`config.mk`:
```
export PLATFORM = sky130hd
export DESIGN_NAME = rgsf_ram
export DESIGN_NICKNAME = d
export VERILOG_FILES = /design/src/rtl/rgsf_ram.sv
export SDC_FILE = /design/constraint.sdc
export NUM_CORES = 1
export LEC_CHECK = 0
export ABC_AREA = 0
export ABC_CLOCK_PERIOD_IN_PS = 2850
export BUFFER_PORTS_ARGS = -buffer_cell sky130_fd_sc_hd__buf_4
export CORE_MARGIN = 8
export CORE_UTILIZATION = 65
export CTS_CLUSTER_DIAMETER = 120
export DETAILED_ROUTE_END_ITERATION = 12
export PLACE_DENSITY = 0.84
export SLEW_MARGIN = 10
export SYNTH_ARGS = -nofsm -noshare
export SYNTH_HDL_FRONTEND = slang
export SYNTH_SLANG_ARGS = --single-unit
```
`constraint.sdc`:
```
create_clock -name clk_i -period 2.85 [get_ports clk_i]
set_clock_uncertainty 0.1 [all_clocks]
set_input_delay 0.285 -clock clk_i [delete_from_list [all_inputs] [get_ports clk_i]]
set_output_delay 0.285 -clock clk_i [all_outputs]
set_load 0.02 [all_outputs]
```
`src/rtl/rgsf_ram.sv`:
```
// ----------------------------------------------------------------------------
// rgsf_ram
// Generic single-write, single-read RAM with registered read data.
// ----------------------------------------------------------------------------
`timescale 1ns / 1ps

module rgsf_ram #(
  parameter int unsigned WIDTH = 8,
  parameter int unsigned DEPTH = 16
) (
  input  logic                     clk_i,
  input  logic                     we_i,
  input  logic [$clog2(DEPTH)-1:0] waddr_i,
  input  logic [WIDTH-1:0]         wdata_i,
  input  logic [$clog2(DEPTH)-1:0] raddr_i,
  output logic [WIDTH-1:0]         rdata_o
);

  logic [WIDTH-1:0] mem_q [DEPTH];

  always_ff @(posedge clk_i) begin
    if (we_i) begin
      mem_q[waddr_i] <= wdata_i;
    end
    rdata_o <= mem_q[raddr_i];
  end

endmodule

```
Yosys cells after proc, flatten, opt, wreduce, memory -nomap -nowiden
Memory sizes are Yosys's and may differ from the RTL's. A register that Yosys moved wholly into a read port is not among the register bits.
Index checks and enable logic that the tools add are counted.
Word-level totals
  logic and storage cells: 3
  bits in read-only memories: 0
  memories: 1
  RAM bits: 128
  bits in latches: 0
  bits in registers: 0
  output and inout port bits: 8
Memories
  mem_q: words 16, bits a word 8, read ports 1, clocked after Yosys merged registers in 1, write ports 1, line 19  | logic [WIDTH-1:0] mem_q [DEPTH];
Operators by class
  $mul: 0
  div/mod/pow operators: 0
  shift-type cells: 0
  eq/ne operators: 0
  reductions and logical operators: 0
  mux-type cells: 2
  magnitude comparators: 0
  add/subtract/negate cells: 0
  bitwise gates (word level): 0
Operators by type and width (count)
  1-bit 2-to-1 mux: 2

Logic depth before layout (Yosys ltp)
  word-level depth: 2
  depth in mapped cells: 5
  mapped depth without buffers: 3

Least setup slack after synthesis
OpenSTA, ideal clock, no wires.
  kind: input to register
  start point: input port waddr_i[2]
  end point: memory mem_q[0][0] (enable)
  path slack: 0.972 ns
  cell stages on the path: 2
  path buffers: 0
  required time: 2.367 ns
  arrival: 1.395 ns
  cells stage by stage: or3b_2 nor3_1
RTL lines
  start, declared: line 13  | input logic [$clog2(DEPTH)-1:0] waddr_i,
  end, declared: line 19
No word-level cell before the write port.

==> flow_metrics.py <==
metrics = {
    "timing": {
        "tightest_slew_ps": 985,
        "finalCritPeriodShare": 0.534,
        "rsz0062_at_grt": "no",
        "whs_ps": 22.1,
        "max_freq_ghz": 0.658,
        "finalSetupViolations": 0,
        "drv_slew": 0,
        "tns_ps": 0,
        "slew_headroom": 0.341,
        "period_needed_ps": 1520,
        "hold_viol_final": 0,
    },
    "logic_synthesis": {
        "yosysUniqueCellTypes": 19,
        "synth_top_area_share": 0.747,
        "yosys_register_bits": 136,
        "synth_area_mm2": 0.00515,
        "yosysTopAreaCell": "edfxtp_1",
        "seq_area_frac_synth": 0.778,
        "syn-num-nets": 247,
        "yosysWarnings": 0,
        "netlist_top_cells_area": "edfxtp_1 (75%), mux4_2 (7.9%), mux4_1 (7.1%)",
        "synth_area_per_cell_um2": 22.5,
        "synth_cells": 229,
    },
    "hold_path": {
        "hold_path_class": "input port to flip-flop",
        "hp-start": "wdata_i[6]",
        "whs_path_depth": 1,
        "holdPathEnd": "mem_q[5][6]",
    },
    "grt": {
        "antenna_found_initial": 0,
        "grt_util_all_layers": 0.189,
        "grt_pass1_vias": 2663,
        "grt_first_pass_wirelength_um": 15100,
        "grt_overflow": 0,
        "grt_max_degree": 33,
    },
    "routing": {
        "drt_iter0_markers": 178,
        "vias_per_cell": 6.47,
        "antenna_left": 0,
        "routed_wl_um": 9890,
        "post_drt_wl_per_cell_um": 25.4,
        "drc": 0,
        "dr_total_vias": 2515,
        "dr.pass1.iters": 5,
    },
    "floorplanning": {
        "chipWidth_um": 105,
        "fp.dieH_um": 105,
        "start_util": 0.670,
        "core_mm2": 0.00769,
        "die_area_mm2": 0.0110,
        "rows": 32,
        "ioPinCount": 26,
    },
    "clocking": {
        "cts_root_buf": "clkbuf_8",
        "clk-insertion-delay-late_ps": 510,
        "cts_hold_buf": 7,
        "cts_sinks": 136,
        "clkTransAtPathRegs_ps": 60,
        "post-cts-setup-buffers": 0,
        "cts_resized": 0,
        "cts_tree": "built",
        "clockBufferDepth": 2,
        "numCtsBuffers": 17,
        "ctsHtreeMaxLevel": 4,
    },
    "critical_path": {
        "critPathArrivalTime_ps": 1800,
        "r2r_end": "rdata_o[4]",
        "critPathMaxStageDelay_ps": 560,
        "path_cells": "mux4_1, a22oi_1, nand2_1",
        "cp.buffers_inverters": 0,
        "rrSetupSlack_ps": 1330,
        "r2r_cells": 3,
        "worst_setup_path_end_kind": "flip-flop",
        "worstPathRequired_ps": 3130,
        "cp-start-kind": "flip-flop",
        "cp_max_fo": 1,
        "timing.rr.start": "mem_q[9][4]",
        "cpMaxStageDelayCell": "mux4_1",
        "critPathTopFamily": "multiplexers",
        "crit_type": "flip-flop to flip-flop",
    },
    "placement": {
        "io_buffers": 25,
        "dp_hpwl_um": 5830,
        "post_dp_cell_area_mm2": 0.00541,
        "finalWeightedCongestion": 0.801,
    },
    "power": {
        "irDropWorstVdd_mv": 0.522,
        "power_density_mw_per_mm2": 743,
        "p_leak_nw": 2.04,
    },
    "cells_and_area": {
        "fin_util": 0.783,
        "nets": 292,
        "post-route-cell-area_mm2": 0.00602,
        "insertedDiodeCount": 0,
        "syn_to_final_growth_pct": 17.0,
        "drive_gt1_frac": 0.261,
    },
    "run_status": {
        "status": "finished, final reports clean",
    },
    "job": {
        "cap_viol_max_count": 0,
    },
}
## metrics by stage
step | setup WS, ps | power, mW | cells
6_report | 1330 | 4.47 | 389
5_1_grt | 1230 | 4.60 | 389
4_1_cts | 1290 | 4.49 | 389
3_5_place_dp | 791 | 2.52 | 350
3_3_place_gp | 824 | 2.51 | 350
2_1_floorplan | 972 | 2.42 | 229
## worst max path at each step
stage,from,end,depth (start not counted)
after floorplan,waddr_i[2],mem_q[0][0],2
after global placement,waddr_i[2],mem_q[1][5],3
after detailed placement,waddr_i[2],mem_q[1][0],3
after CTS,raddr_i[0],rdata_o[5],4
after global routing,raddr_i[0],rdata_o[5],4
final,mem_q[9][4],rdata_o[4],3
## cell usage in the layout (no fill, tap or decap)
master	instances
a22oi_1	16
and2_1	1
and2b_1	1
buf_4	29
bufinv_16	2
clkbuf_1	3
clkbuf_16	16
clkbuf_8	2
clkinv_1	2
clkinv_2	6
clkinv_4	1
dfxtp_1	8
dlygate4sd3_1	7
edfxtp_1	128
mux4_1	14
mux4_2	18
nand2_1	9
nand2b_1	2
nand3_1	1
nand3b_1	2
nor2_1	13
nor2b_1	1
nor3_1	4
or3b_2	1
## kinds of logic (layout without fill, tap and decap cells)
kind of cell	Yosys count	count (layout)	share of synthesized area
AO/OA/AOI/OAI	16	16	0.0233
buffers and inverters	10	68	0.0168
flip-flops	136	136	0.778
multiplexers	32	32	0.150
AND/OR/NAND/NOR	35	35	0.0318
## cell type report
class | instances | area [µm²]
flip-flops and latches | 136 | 4000
repair buffers | 36 | 288
fillers | 388 | 1670
clock buffers | 21 | 439
multi-input cells | 83 | 1060
well taps | 102 | 128
clock inverters | 11 | 106
## Yosys cell counts
library cell,n
or3b_2,1
nor3_1,4
nand3_1,1
buf_6,3
mux4_2,18
buf_4,1
nor2b_1,1
nor2_1,13
nand2b_1,2
clkdlybuf4s25_2,3
edfxtp_1,128
dfxtp_1,8
buf_2,3
and2b_1,1
and2_1,1
mux4_1,14
nand3b_1,2
a22oi_1,16
nand2_1,9
## flip-flops by register name, indices dropped and copies added (netlist names)
signal and cells:
mem_q 128, rdata_o 8
## power by group
part / internal (mW) / switching [mW]
sequential: 2.24 / 0.0149
combinational: 0.101 / 0.133
clock: 1.25 / 0.736
total: 3.59 / 0.884
## metal layers
layer	vias up	routed length (µm)	GRT usage
met1	1269	3610	0.229
met3	21	913	0.0485
li1	1066	-	-
met5	-	0	0
met2	159	5110	0.312
met4	0	262	0.0938
(Power assumes the default switching activity.)
