### config.mk
export PLATFORM = sky130hd
export DESIGN_NAME = rgsf_div
export DESIGN_NICKNAME = d
export VERILOG_FILES = /design/src/rtl/rgsf_pkg.sv /design/src/rtl/rgsf_div.sv
export SDC_FILE = /design/constraint.sdc
export NUM_CORES = 1
export LEC_CHECK = 0
export BUFFER_PORTS_ARGS = -buffer_cell sky130_fd_sc_hd__buf_2
export CORE_MARGIN = 2
export CORE_UTILIZATION = 32
export CTS_CLUSTER_SIZE = 12
export DETAILED_ROUTE_END_ITERATION = 12
export PLACE_DENSITY = 0.55
export SYNTH_ARGS = -nofsm -noshare
export SYNTH_HDL_FRONTEND = slang
export SYNTH_SLANG_ARGS = --single-unit
export TNS_END_PERCENT = 50
### constraint.sdc
create_clock -name clk_i -period 2.5 [get_ports clk_i]
set_input_delay 0.125 -clock clk_i [delete_from_list [all_inputs] [get_ports clk_i]]
set_output_delay 0.125 -clock clk_i [all_outputs]
set_load 0.02 [all_outputs]
### src/rtl/rgsf_pkg.sv
// ----------------------------------------------------------------------------
// rgsf_pkg
// Shared types, constants and helpers for the road graph shortest-time flood.
// ----------------------------------------------------------------------------
`timescale 1ns / 1ps

package rgsf_pkg;

  localparam int unsigned MAX_NODES     = 1024;
  localparam int unsigned MAX_SEGMENTS  = 2048;
  localparam int unsigned SPEED_CLASSES = 16;

  localparam int unsigned NODE_W  = $clog2(MAX_NODES);
  localparam int unsigned SEG_W   = $clog2(MAX_SEGMENTS);
  localparam int unsigned CNT_W   = SEG_W + 1;
  localparam int unsigned HSIZE_W = NODE_W + 1;
  localparam int unsigned LEN_W   = 20;
  localparam int unsigned CLS_W   = 4;
  localparam int unsigned FLAG_W  = 8;
  localparam int unsigned COST_W  = 32;
  localparam int unsigned SPEED_W = 7;
  localparam int unsigned TIME_W  = 26;

  localparam logic [CNT_W-1:0]   LINK_NONE  = {CNT_W{1'b1}};
  localparam logic [HSIZE_W-1:0] HSLOT_NONE = {1'b1, {NODE_W{1'b0}}};
  localparam logic [COST_W-1:0]  COST_NONE  = {COST_W{1'b1}};
  localparam logic [FLAG_W-1:0]  BLOCK_FWD  = 8'h30;
  localparam logic [FLAG_W-1:0]  BLOCK_BWD  = 8'h03;

  typedef enum logic [1:0] {
    ACT_ADD   = 2'd0,
    ACT_FLOOD = 2'd1,
    ACT_QUERY = 2'd2,
    ACT_CLEAR = 2'd3
  } action_e;

  localparam logic [1:0] KIND_DONE  = 2'd0;
  localparam logic [1:0] KIND_QUERY = 2'd1;
  localparam logic [1:0] KIND_FULL  = 2'd2;

  typedef struct packed {
    logic [NODE_W-1:0] a;
    logic [NODE_W-1:0] b;
  } seg_ends_t;

  typedef struct packed {
    logic              usable;
    logic              blk_fwd;
    logic              blk_bwd;
    logic [TIME_W-1:0] t;
  } seg_attr_t;

  typedef struct packed {
    logic [CNT_W-1:0] out_next;
    logic [CNT_W-1:0] in_next;
  } seg_links_t;

  typedef struct packed {
    logic             valid;
    logic [SEG_W-1:0] seg;
  } pred_t;

  function automatic logic [SPEED_W-1:0] speed_of(input logic [CLS_W-1:0] cls);
    logic [SPEED_W-1:0] sp;
    case (cls)
      4'd0:    sp = 7'd120;
      4'd1:    sp = 7'd120;
      4'd2:    sp = 7'd80;
      4'd3:    sp = 7'd110;
      4'd4:    sp = 7'd90;
      4'd5:    sp = 7'd80;
      4'd6:    sp = 7'd60;
      4'd7:    sp = 7'd90;
      4'd8:    sp = 7'd80;
      4'd9:    sp = 7'd70;
      4'd10:   sp = 7'd60;
      4'd11:   sp = 7'd50;
      4'd12:   sp = 7'd30;
      4'd13:   sp = 7'd10;
      4'd14:   sp = 7'd0;
      default: sp = 7'd60;
    endcase
    return sp;
  endfunction

  // heap order: lower cost first, lower node number on a tie
  function automatic logic cost_less(input logic [COST_W-1:0] ca, input logic [NODE_W-1:0] na,
                                     input logic [COST_W-1:0] cb, input logic [NODE_W-1:0] nb);
    return (ca < cb) || ((ca == cb) && (na < nb));
  endfunction

endpackage

### src/rtl/rgsf_div.sv
// ----------------------------------------------------------------------------
// rgsf_div
// Restoring divider, one quotient bit per cycle, for segment travel time.
// ----------------------------------------------------------------------------
`timescale 1ns / 1ps

module rgsf_div
  import rgsf_pkg::*;
(
  input  logic               clk_i,
  input  logic               rst_ni,
  input  logic               start_i,
  input  logic [TIME_W-1:0]  dividend_i,
  input  logic [SPEED_W-1:0] divisor_i,
  output logic               busy_o,
  output logic [TIME_W-1:0]  quotient_o
);

  localparam int unsigned STEP_W = $clog2(TIME_W + 1);

  logic [SPEED_W-1:0] rem_q;
  logic [TIME_W-1:0]  quo_q;
  logic [SPEED_W-1:0] dsr_q;
  logic [STEP_W-1:0]  step_q;
  logic               busy_q;
  logic [SPEED_W:0]   trial;

  assign trial = {rem_q, quo_q[TIME_W-1]};

  always_ff @(posedge clk_i or negedge rst_ni) begin
    if (!rst_ni) begin
      busy_q <= 1'b0;
      step_q <= '0;
    end else if (start_i) begin
      busy_q <= 1'b1;
      step_q <= STEP_W'(TIME_W);
      rem_q  <= '0;
      quo_q  <= dividend_i;
      dsr_q  <= divisor_i;
    end else if (busy_q) begin
      if (trial >= {1'b0, dsr_q}) begin
        rem_q <= SPEED_W'(trial - {1'b0, dsr_q});
        quo_q <= {quo_q[TIME_W-2:0], 1'b1};
      end else begin
        rem_q <= trial[SPEED_W-1:0];
        quo_q <= {quo_q[TIME_W-2:0], 1'b0};
      end
      step_q <= step_q - 1'b1;
      if (step_q == STEP_W'(1)) begin
        busy_q <= 1'b0;
      end
    end
  end

  assign busy_o     = busy_q;
  assign quotient_o = quo_q;

endmodule

; ---- Word level (Yosys, flattened, before mapping)
; Index checks and enable logic that the tools add are counted.
[op_classes]
addsub = 2
n_lt_le_gt_ge = 1
n_eq_ne = 1
n_mux = 10
reduce_logical = 3
[op_table]
columns = cell, count
row1 = $mux 26, 2
row2 = $mux 7, 2
row3 = $mux 5, 2
row4 = $ge 8x7->1, 1
row5 = $sub 7x7->7, 1
row6 = $eq 5x1->1 const B, 1
row7 = $sub 5x1->5 const B, 1
row8 = $mux 1, 4
row9 = $reduce_and 2->1, 2
row10 = $reduce_bool 2->1, 1
[totals]
regBits = 46
input_bits = 36
out_inout_bits = 27
wordCells = 22

; ---- Depth between registers and ports, before layout
; Gate-level depths: netlist of the first run.
[depth]
ltp_word = 4
depth_mapped = 8

; ---- Least setup slack after synthesis of the first run
; OpenSTA, ideal clock, no wires.
[synth_timing]
path_type = reg-to-reg
from = reg quo_q[25], in the netlist quotient_o[25]
to = reg rem_q[3] (data pin)
setup_ps = 170
arrival_time_ps = 2234
required_ps = 2330
slack_ps = 96
stages_incl_launch_ff = 9
path_buffers = 0
synth_period_minus_slack_ps = 2404
cell_sequence = edfxtp_1 inv_1 ha_1 fa_1 nand2b_1 a211oi_2 nor3_4 or3_1 a311oi_2
[synth_via]
elab_chain_cells = 3
elab_cells_between_ends = 4
classes_between = add/sub: 1 / order compare: 1 / mux: 2
[synth_lines]
columns = item, line_no
row1 = start: declaration, rgsf_div.sv:22  ; logic [TIME_W-1:0] quo_q;
row2 = start signal: assignment, rgsf_div.sv:38  ; quo_q <= dividend_i;
row3 = start signal: assignment, rgsf_div.sv:43  ; quo_q <= {quo_q[TIME_W-2:0], 1'b1};
row4 = start signal: assignment, rgsf_div.sv:46  ; quo_q <= {quo_q[TIME_W-2:0], 1'b0};
row5 = $sub 7x7->7 / $ge 8x7->1 (equally long branches), "rgsf_div.sv:42, rgsf_div.sv:41"
row6 = $mux 7 *, rgsf_div.sv:41  ; if (trial >= {1'b0, dsr_q}) begin
row7 = $mux 7 *, rgsf_div.sv:40  ; end else if (busy_q) begin
row8 = end signal: assignment, rgsf_div.sv:42  ; rem_q <= SPEED_W'(trial - {1'b0, dsr_q});
row9 = end signal: assignment, rgsf_div.sv:45  ; rem_q <= trial[SPEED_W-1:0];
row10 = end: declaration, rgsf_div.sv:21  ; logic [SPEED_W-1:0] rem_q;
; Every way passes the cells marked *; elsewhere a longest branch is shown, timed or not.
; A chain may end at the register's enable or synchronous reset.

; ---- Worst setup path after layout of the first run
; Same ends and word-level chain as after synthesis.

==> results.yml, run 1 <==
run:
  cap_violations: 0
final_layout:
  num_antenna_cells: 0
  syn2layout_area_growth_pct: 26.6
  drive_gt1_frac: 0.421
  final_cell_mix: "62 x buf_2, 40 x edfxtp_1, 29 x mux2_2, 17 x nor2_1, 12 x inv_1"
  final_common_cell: "buf_2"
  fillers: 698
  fin_nets: 299
worst_setup_path:
  r2r_slack_ps: 120
  reg2reg_from: "quotient_o[25]"
  critPathLaunchType: "flop"
  cpMaxStageDelayCell: "or3_1"
  crit_family: "simple AND/OR/NAND/NOR gates"
  r2r_end: "rem_q[3]"
  slowest_delay_ps: 400
  r2r_cells: 8
  crit_required_ps: 2630
  cp_data_arrival_time_ps: 2520
  cp_cell_sequence: "inv_1, ha_1, fa_1, nand2b_4, a211oi_4, nor3_4, or3_1, a311oi_2"
  worst_setup_path_end_kind: "flop"
  worst-setup-path-type: "reg2reg"
  critPathMaxFanout: 8
  worstPathBufferInverterCount: 1
synthesis:
  synth_cells: 181
  syn_area_per_cell_sq_um: 13.0
  ys_seq_elements: 46
  seq_area_frac_synth: 0.573
  synth.distinct_cells: 37
  synthXorXnorAreaFrac: 0.0186
  synth_edf_count: 40
  synth_area_sq_um: 2360
  synth_compound_area_frac: 0.0695
  yosys_warnings: 0
  synth_adder_area_share: 0.0563
  syn_nets: 227
  synthFlopType: "edfxtp_1"
  async_flop_share: 0.130
  synth_top_family_by_area: "multiplexers"
  yosys.area_share.simple: 0.106
  synth_mux_area_frac: 0.143
sta:
  rsz0062_at_grt: "no"
  relSlewSlack: 0.607
  tightest_slew_ps: 589
  skew_ps: 7.51
  slew_violations: 0
  hold_viol: 0
  timing.hold.ws_ps: 116
  finalSetupViolCount: 0
  fmax_ghz: 0.420
  tns_ps: 0
  post-route-min-period_ps: 2380
  fin_crit_sh: 0.952
route:
  first_pass_iters: 4
  vias: 1645
  vias_per_cell: 4.66
  drc: 0
  drt_iter0_drc: 73
  wl_per_cell_um: 13.2
  routed_wl_um: 4650
  antenna_left: 0
worst_hold_path:
  worstHoldStart: "dividend_i[15]"
  whs_endpoint: "quotient_o[15]"
  hold_path_class: "in2reg"
  whs_path_depth: 2
power:
  pwr-share-comb: 0.222
  p_sw_frac: 0.274
  power_leakage_nw: 1.20
  clockPowerShare: 0.287
  power_frac_seq: 0.491
  netSwitchingPower_uw: 533
  cellInternalPower_mw: 1.42
  ir_worst_vdd_v: 0.000296
  cellPowerDensity_nw_per_um2: 653
place:
  routabilityCongestion: 0.803
  io_buffers: 62
  hpwlAfterDp_um: 3270
floorplan:
  die_w_um: 89.8
  num_rows: 31
  fp.dieArea_sq_um: 8070
  ioPinCount: 63
  die_h_um: 89.8
  core_area_sq_um: 7180
  initial_core_util: 0.329
grt:
  grt_util_all_layers: 0.119
  grt_antenna_before_repair: 0
  grt_max_degree: 30
  grt_pass1_vias: 1660
  grt_pass1_wl_um: 7730
  grt_remaining_overflow: 0
cts:
  worstSkewPairLatency_ps: 300
  cts.sinks: 46
  cts_root_buffer: "clkbuf_8"
  cts_tree: "yes"
  htree_num_levels: 2
  clk_path_buf_depth: 2
  path_clk_slew_ps: 90
  cts_buffers: 5
outcome:
  outcome: "complete, no violations"
[power by group through the flow]
stage               clock (mW)  sequential, mW  combinational [mW]
floorplan                    0            1.01               0.265
global placement             0           0.973               0.413
detailed placement           0           0.974               0.415
CTS                      0.588           0.958               0.427
global route             0.612           0.967               0.481
finish                   0.559           0.956               0.433
[what timing repair did]
item / in CTS / in global routing
endpoints found under the hold margin: 13 / 0
setup endpoints to repair: 0 / 2
resized for setup: 0 / 2
hold buffers: 8 / 0
buffers inserted: 0 / 0
[through the flow]
step                worst slack [ps]  instances   util  power (mW)  area (sq um)
floorplan                       96.2        181      -        1.27          2360
global placement                 179        337  0.387        1.39          2780
detailed placement               123        337  0.387        1.39          2780
CTS                             77.5        353  0.414        1.97          2970
global route                    22.2        353  0.416        2.06          2990
finish                           119        353  0.416        1.95          2990
[per-layer routing]
metal | vias up | part of all wire | track usage
met5 | - | 0 | 0
met2 | 54 | 0.44 | 0.180
met1 | 777 | 0.46 | 0.151
li1 | 810 | - | -
met4 | 0 | 0.0092 | 0.0462
met3 | 4 | 0.084 | 0.0511
[flip-flops by register name (all words and copies together), names as in the netlist]
register and cells:
quotient_o 26, dsr_q 7, rem_q 7, busy_o 1, step_q 5
[cells in the mapped netlist, drive strengths merged (2+ instances only)]
| cell | count | area [sq um] |
|---|---|---|
| nor3 | 2 | 21.3 |
| a21oi | 5 | 25.0 |
| or3 | 3 | 18.8 |
| ha | 9 | 113 |
| nand2b | 6 | 37.5 |
| nand3 | 4 | 25.0 |
| dfrtp | 6 | 150 |
| mux2 | 29 | 327 |
| nor2 | 17 | 63.8 |
| clkbuf | 4 | 15.0 |
| a211oi | 3 | 27.5 |
| nand2 | 8 | 30.0 |
| edfxtp | 40 | 1200 |
| xor2 | 2 | 17.5 |
| inv | 12 | 45.0 |
| buf | 4 | 18.8 |
| a311oi | 5 | 50.0 |
| xnor2 | 3 | 26.3 |
| o21ai | 6 | 30.0 |
| nor4b | 2 | 17.5 |
[worst max-delay path by stage]
stage                              start       end  slack, ps  cells after the start
after global routing      quotient_o[25]  rem_q[3]         20                      8
after floorplan           quotient_o[25]  rem_q[3]        100                      8
after CTS                 quotient_o[25]  rem_q[3]         80                      8
after global placement    quotient_o[25]  rem_q[3]        180                      8
final                     quotient_o[25]  rem_q[3]        120                      8
after detailed placement  quotient_o[25]  rem_q[3]        120                      8
[cell type report]
cell class,instances,area [sq um],area share
timing repair buffer,73,413,0.138
inverter,12,45.0,0.0151
sequential,46,1350,0.453
multi-input combinational,115,942,0.316
clock inverter,2,37.5,0.0126
clock buffer,6,72.6,0.0243
tap,99,124,0.0415
[cells by family after synthesis]
group | Yosys count
DFF | 46
AOI/OAI and AO/OA | 23
adders and majority gates | 10
muxes | 30
xor gates and xnor gates | 5
buffers and inverters | 20
and+or+nand+nor | 47
(Power assumes the default switching activity.)
==> inputs of run 2 (changes only) <==
--- a/config.mk
+++ b/config.mk
@@ -7,10 +7,10 @@
 export LEC_CHECK = 0
 export BUFFER_PORTS_ARGS = -buffer_cell sky130_fd_sc_hd__buf_2
 export CORE_MARGIN = 2
-export CORE_UTILIZATION = 32
+export CORE_UTILIZATION = 45
 export CTS_CLUSTER_SIZE = 12
 export DETAILED_ROUTE_END_ITERATION = 12
-export PLACE_DENSITY = 0.55
+export PLACE_DENSITY = 0.7
 export SYNTH_ARGS = -nofsm -noshare
 export SYNTH_HDL_FRONTEND = slang
 export SYNTH_SLANG_ARGS = --single-unit
==> run 2 against run 1 <==
Net effect:
- sequential power barely moved
- global-route usage rose by 4.5 points
- sequential cell count did not move
- largest cell class unchanged
- largest power group unchanged
- highest routed layer unchanged
==> results.yml, run 2 (synthesis results as in run 1) <==
outcome:
  outcome: "complete, no violations"
grt:
  grt_max_degree: 27
  grt_antenna_before_repair: 0
  grt_util_all_layers: 0.164
  grt_remaining_overflow: 0
  grt_pass1_wl_um: 7550
  grt_pass1_vias: 1621
cts:
  cts_root_buffer: "clkbuf_8"
  worstSkewPairLatency_ps: 300
  post_cts_buffers: 0
  htree_num_levels: 2
  cts_tree: "yes"
  path_clk_slew_ps: 90
  cts.sinks: 46
  clk_path_buf_depth: 2
  cts_buffers: 5
power:
  cellInternalPower_mw: 1.31
  clockPowerShare: 0.240
  total_power_mw: 1.84
  power_frac_seq: 0.521
  netSwitchingPower_uw: 524
  ir_worst_vdd_v: 0.000351
  power_leakage_nw: 1.19
  cellPowerDensity_nw_per_um2: 626
  p_sw_frac: 0.286
  pwr-share-comb: 0.239
route:
  routed_wl_um: 4610
  wl_per_cell_um: 14.2
  vias: 1648
  first_pass_iters: 6
  drt_iter0_drc: 77
  drc: 0
  vias_per_cell: 5.09
  antenna_left: 0
final_layout:
  final_cells: 324
  finalInstanceArea_sq_um: 2930
  seq_area_sq_um: 1350
  num_antenna_cells: 0
  syn2layout_area_growth_pct: 24.4
  fin_nets: 300
  final_common_cell: "buf_2"
  drive_gt1_frac: 0.425
  final_util: 0.578
  multi_input_area_sq_um: 947
  final_cell_mix: "62 x buf_2, 40 x edfxtp_1, 29 x mux2_2, 17 x nor2_1, 12 x inv_1"
  fillers: 445
  largest_reg_flops: 26
floorplan:
  core_area_sq_um: 5070
  ioPinCount: 63
  initial_core_util: 0.464
  die_w_um: 76.4
  die_h_um: 76.4
  fp.dieArea_sq_um: 5830
  num_rows: 26
worst_setup_path:
  r2r_cells: 8
  crit_end: "rem_q[3]"
  crit_required_ps: 2630
  cp_data_arrival_time_ps: 2550
  worst-setup-path-type: "reg2reg"
  r2r_end: "rem_q[3]"
  worst_setup_path_end_kind: "flop"
  critPathMaxFanout: 8
  critPathLaunchType: "flop"
  worstSetupStartpoint: "quotient_o[25]"
  r2r_slack_ps: 80
  reg2reg_from: "quotient_o[25]"
worst_hold_path:
  hold_path_class: "in2reg"
sta:
  timing.hold.ws_ps: 124
  setup_slack_ps: 79.5
  rsz0062_at_grt: "yes"
  skew_ps: 6.86
  post-route-min-period_ps: 2420
  fmax_ghz: 0.413
  tightest_slew_ps: 351
  fin_crit_sh: 0.968
  relSlewSlack: 0.766
  finalSetupViolCount: 0
  tns_ps: 0
  hold_viol: 0
  slew_violations: 0
place:
  dp_cells: 309
  hpwlAfterDp_um: 3230
  place_area_sq_um: 2750
  routabilityCongestion: 0.777
  io_buffers: 62
  pre_cts_slack_ps: 113
run:
  cap_violations: 0
[run 2: final cells by class]
type / instances / share of cell area
Sequential cell: 46 / 0.461
Multi-Input combinational cell: 115 / 0.323
Timing Repair Buffer: 74 / 0.143
Tap cell: 70 / 0.0299
Clock buffer: 6 / 0.0248
Inverter: 12 / 0.0154
Clock inverter: 1 / 0.00256
[run 2: power groups by stage]
stage | Clock [mW] | Combinational [mW] | Sequential, mW
global placement | 0 | 0.407 | 0.973
CTS | 0.451 | 0.427 | 0.958
floorplan | 0 | 0.265 | 1.01
detailed placement | 0 | 0.416 | 0.974
global route | 0.484 | 0.487 | 0.967
finish | 0.440 | 0.439 | 0.957
[run 2: worst min-delay path by stage]
stage / endpoint / slack, ps / startpoint / depth (start not counted)
2_1_floorplan: busy_o / -170 / rst_ni / 0
3_5_place_dp: step_q[4] / 40 / rst_ni / 1
4_1_cts: dsr_q[4] / 5 / divisor_i[4] / 1
5_1_grt: quotient_o[7] / 110 / dividend_i[7] / 2
3_3_place_gp: step_q[4] / 40 / rst_ni / 1
6_report: quotient_o[19] / 120 / dividend_i[19] / 2
[run 2: critical path, cell delays in order, from the launching register on]
cell and delay [ps]:
edfxtp_1 360, inv_1 60, ha_1 220, fa_1 390, nand2b_4 180, a211oi_4 320, nor3_4 120, or3_1 390
a311oi_2 230
[run 2: repair_timing]
item	in CTS	in global routing
hold endpoints to repair	12	1
hold buffers	7	1
gates resized for setup	0	4
endpoints found under the setup margin	0	4
[run 2: metal layers]
metal	vias to the layer above	global-route usage	wire length (um)
met5	-	0	0
li1	812	-	-
met4	0	0.0545	59
met1	786	0.208	2060
met3	5	0.0592	282
met2	45	0.261	2210
==> inputs of run 3 (changes only) <==
--- a/config.mk
+++ b/config.mk
@@ -5,6 +5,7 @@
 export SDC_FILE = /design/constraint.sdc
 export NUM_CORES = 1
 export LEC_CHECK = 0
+export ABC_AREA = 1
 export BUFFER_PORTS_ARGS = -buffer_cell sky130_fd_sc_hd__buf_2
 export CORE_MARGIN = 2
 export CORE_UTILIZATION = 45
==> run 3 against run 2 <==
Net effect:
- worst hold slack worse by 37 ps
- non-clock buffer count is 3 lower
- critical path type unchanged
- combinational power is 1% higher
- sequential cell count stayed put
- synthesized cell count is 49% higher
- die area is 3.1% higher
- count of clock-buffer cells in the layout stayed put
==> results.yml, run 3 <==
outcome:
  outcome: "complete, no violations"
cts:
  cts_root_buffer: "clkbuf_8"
  cts_tree: "yes"
  post_cts_buffers: 0
  htree_num_levels: 2
  cts_buffers: 5
  path_clk_slew_ps: 90
  clk_path_buf_depth: 2
  worstSkewPairLatency_ps: 300
  cts.sinks: 46
  post_cts_resized: 0
worst_setup_path:
  cp_cell_sequence: "inv_1, ha_1, fa_1, inv_1, nand2_1, nand2_1, nand3_1, nand3_4, nand3_2, nand3_1, nand2_1"
  worst_setup_path_end_kind: "flop"
  critPathLaunchType: "flop"
  reg2reg_from: "quotient_o[25]"
  worst-setup-path-type: "reg2reg"
  cpMaxStageDelayCell: "fa_1"
  critPathMaxFanout: 7
  cp_data_arrival_time_ps: 1980
  crit_top_cell: "nand2_1"
  crit_required_ps: 2560
  slowest_delay_ps: 400
  worstSetupStartpoint: "quotient_o[25]"
run:
  cap_violations: 0
floorplan:
  die_w_um: 77.6
  core_area_sq_um: 5170
  num_rows: 26
  ioPinCount: 63
  initial_core_util: 0.471
  fp.dieArea_sq_um: 6010
  die_h_um: 77.6
place:
  hpwlAfterDp_um: 3440
  dp_cells: 396
  routabilityCongestion: 0.848
  io_buffers: 62
synthesis:
  syn_area_per_cell_sq_um: 9.05
  post-synth-top-count-cell: "nand2_1"
  yosys.area.top_type: "edfxtp_1"
  async_flop_share: 0.130
  yosysTopAreaCellShare: 0.493
  ys_seq_elements: 46
  synth_area_sq_um: 2430
  yosys_warnings: 0
  synthFlopType: "edfxtp_1"
  synth.distinct_cells: 28
  synth_edf_count: 40
  seq_area_frac_synth: 0.555
  ys_top_cells_by_count: "123 x nand2_1, 40 x edfxtp_1, 26 x inv_1, 15 x nand3_1, 9 x ha_1"
  synth_area_leaders: "edfxtp_1 49%, nand2_1 19%, dfrtp_1 6.2%"
  syn_nets: 315
  synth_cells: 269
grt:
  grt_remaining_overflow: 0
  grt_pass1_vias: 1799
  grt_pass1_wl_um: 8530
  grt_max_degree: 32
  grt_antenna_before_repair: 0
  grt_util_all_layers: 0.179
power:
  cellPowerDensity_nw_per_um2: 651
  ir_worst_vdd_v: 0.000416
  power_leakage_nw: 1.48
route:
  drt_iter0_drc: 130
  vias_per_cell: 4.78
  wl_per_cell_um: 12.1
  vias: 1970
  drc: 0
  antenna_left: 0
  first_pass_iters: 4
  routed_wl_um: 4990
sta:
  relSlewSlack: 0.589
  skew_ps: 7.52
  hold_viol: 0
  fin_crit_sh: 0.768
  slew_violations: 0
  finalSetupViolCount: 0
  rsz0062_at_grt: "no"
  tightest_slew_ps: 616
  post-route-min-period_ps: 1920
  fmax_ghz: 0.521
  tns_ps: 0
final_layout:
  final_cell_mix: "123 x nand2_1, 62 x buf_2, 40 x edfxtp_1, 26 x inv_1, 15 x nand3_1"
  drive_gt1_frac: 0.249
  final_util: 0.581
  num_antenna_cells: 0
  final_common_cell: "nand2_1"
  largest_reg_flops: 26
  final_cells: 412
  fillers: 450
  fin_nets: 387
  syn2layout_area_growth_pct: 23.4
worst_hold_path:
  worstHoldStart: "dividend_i[14]"
  hold_path_class: "in2reg"
-- run 3: power breakdown --
part           leakage (nW)  switching (mW)  internal [mW]
logic                 0.975           0.273          0.171
clock network        0.0514           0.259          0.298
registers             0.458          0.0380          0.916
-- run 3: final cells by class --
type                            instances  area, sq um  share of cell area
Clock buffer                            6         72.6              0.0242
Timing Repair Buffer                   71          398               0.132
Tap cell                               70         87.6              0.0292
Sequential cell                        46         1350               0.450
Clock inverter                          2         37.5              0.0125
Multi-Input combinational cell        187          945               0.314
Inverter                               30          113              0.0375
-- run 3: metal layers --
| layer | GRT usage | share of wire |
|---|---|---|
| met3 | 0.0488 | 0.072 |
| met2 | 0.267 | 0.45 |
| met4 | 0.0589 | 0.015 |
| met1 | 0.254 | 0.46 |
| met5 | 0 | 0 |
-- run 3: critical path: cells and delay by family (launching register included) --
| kind | cells | cell delay [ps] |
|---|---|---|
| flip-flops | 1 | 340 |
| adder cells (fa/ha/maj) | 2 | 620 |
| buffers and inverters | 2 | 140 |
| AND/OR/NAND/NOR | 7 | 580 |
-- run 3: final timing paths --
| kind | to | slack (ps) | depth (start not counted) |
|---|---|---|---|
| max | rem_q[6] | 580 | 11 |
| min reg2reg | step_q[4] | 510 | 1 |
| min in group asynchronous | step_q[3] | 280 | 2 |
| max in group asynchronous | step_q[0] | 1960 | 2 |
| min | quotient_o[14] | 90 | 3 |
| max reg2reg | rem_q[6] | 580 | 11 |
-- run 3: repair_timing --
item,CTS,global route
setup endpoints to repair,0,0
endpoints found under the hold margin,12,1
hold buffers,7,1
-- run 3: cell families after synthesis --
kind of cell    after synthesis  share of synthesized area
buf+inv                      36                     0.0581
flops                        46                      0.555
fa+ha+maj                    10                     0.0545
xor+xnor                      2                    0.00720
simple gates                162                      0.290
compound gates               13                     0.0349
-- run 3: through the flow --
stage / worst slack [ps] / area [sq um] / power (mW) / hold slack, ps
after floorplan: 331 / 2430 / 1.28 / -171
after global placement: 639 / 2810 / 1.40 / 39.8
after detailed placement: 605 / 2810 / 1.40 / 46.8
after CTS: 575 / 2990 / 1.97 / 9.94
after global routing: 409 / 3000 / 2.07 / 86.6
final: 581 / 3000 / 1.96 / 86.5
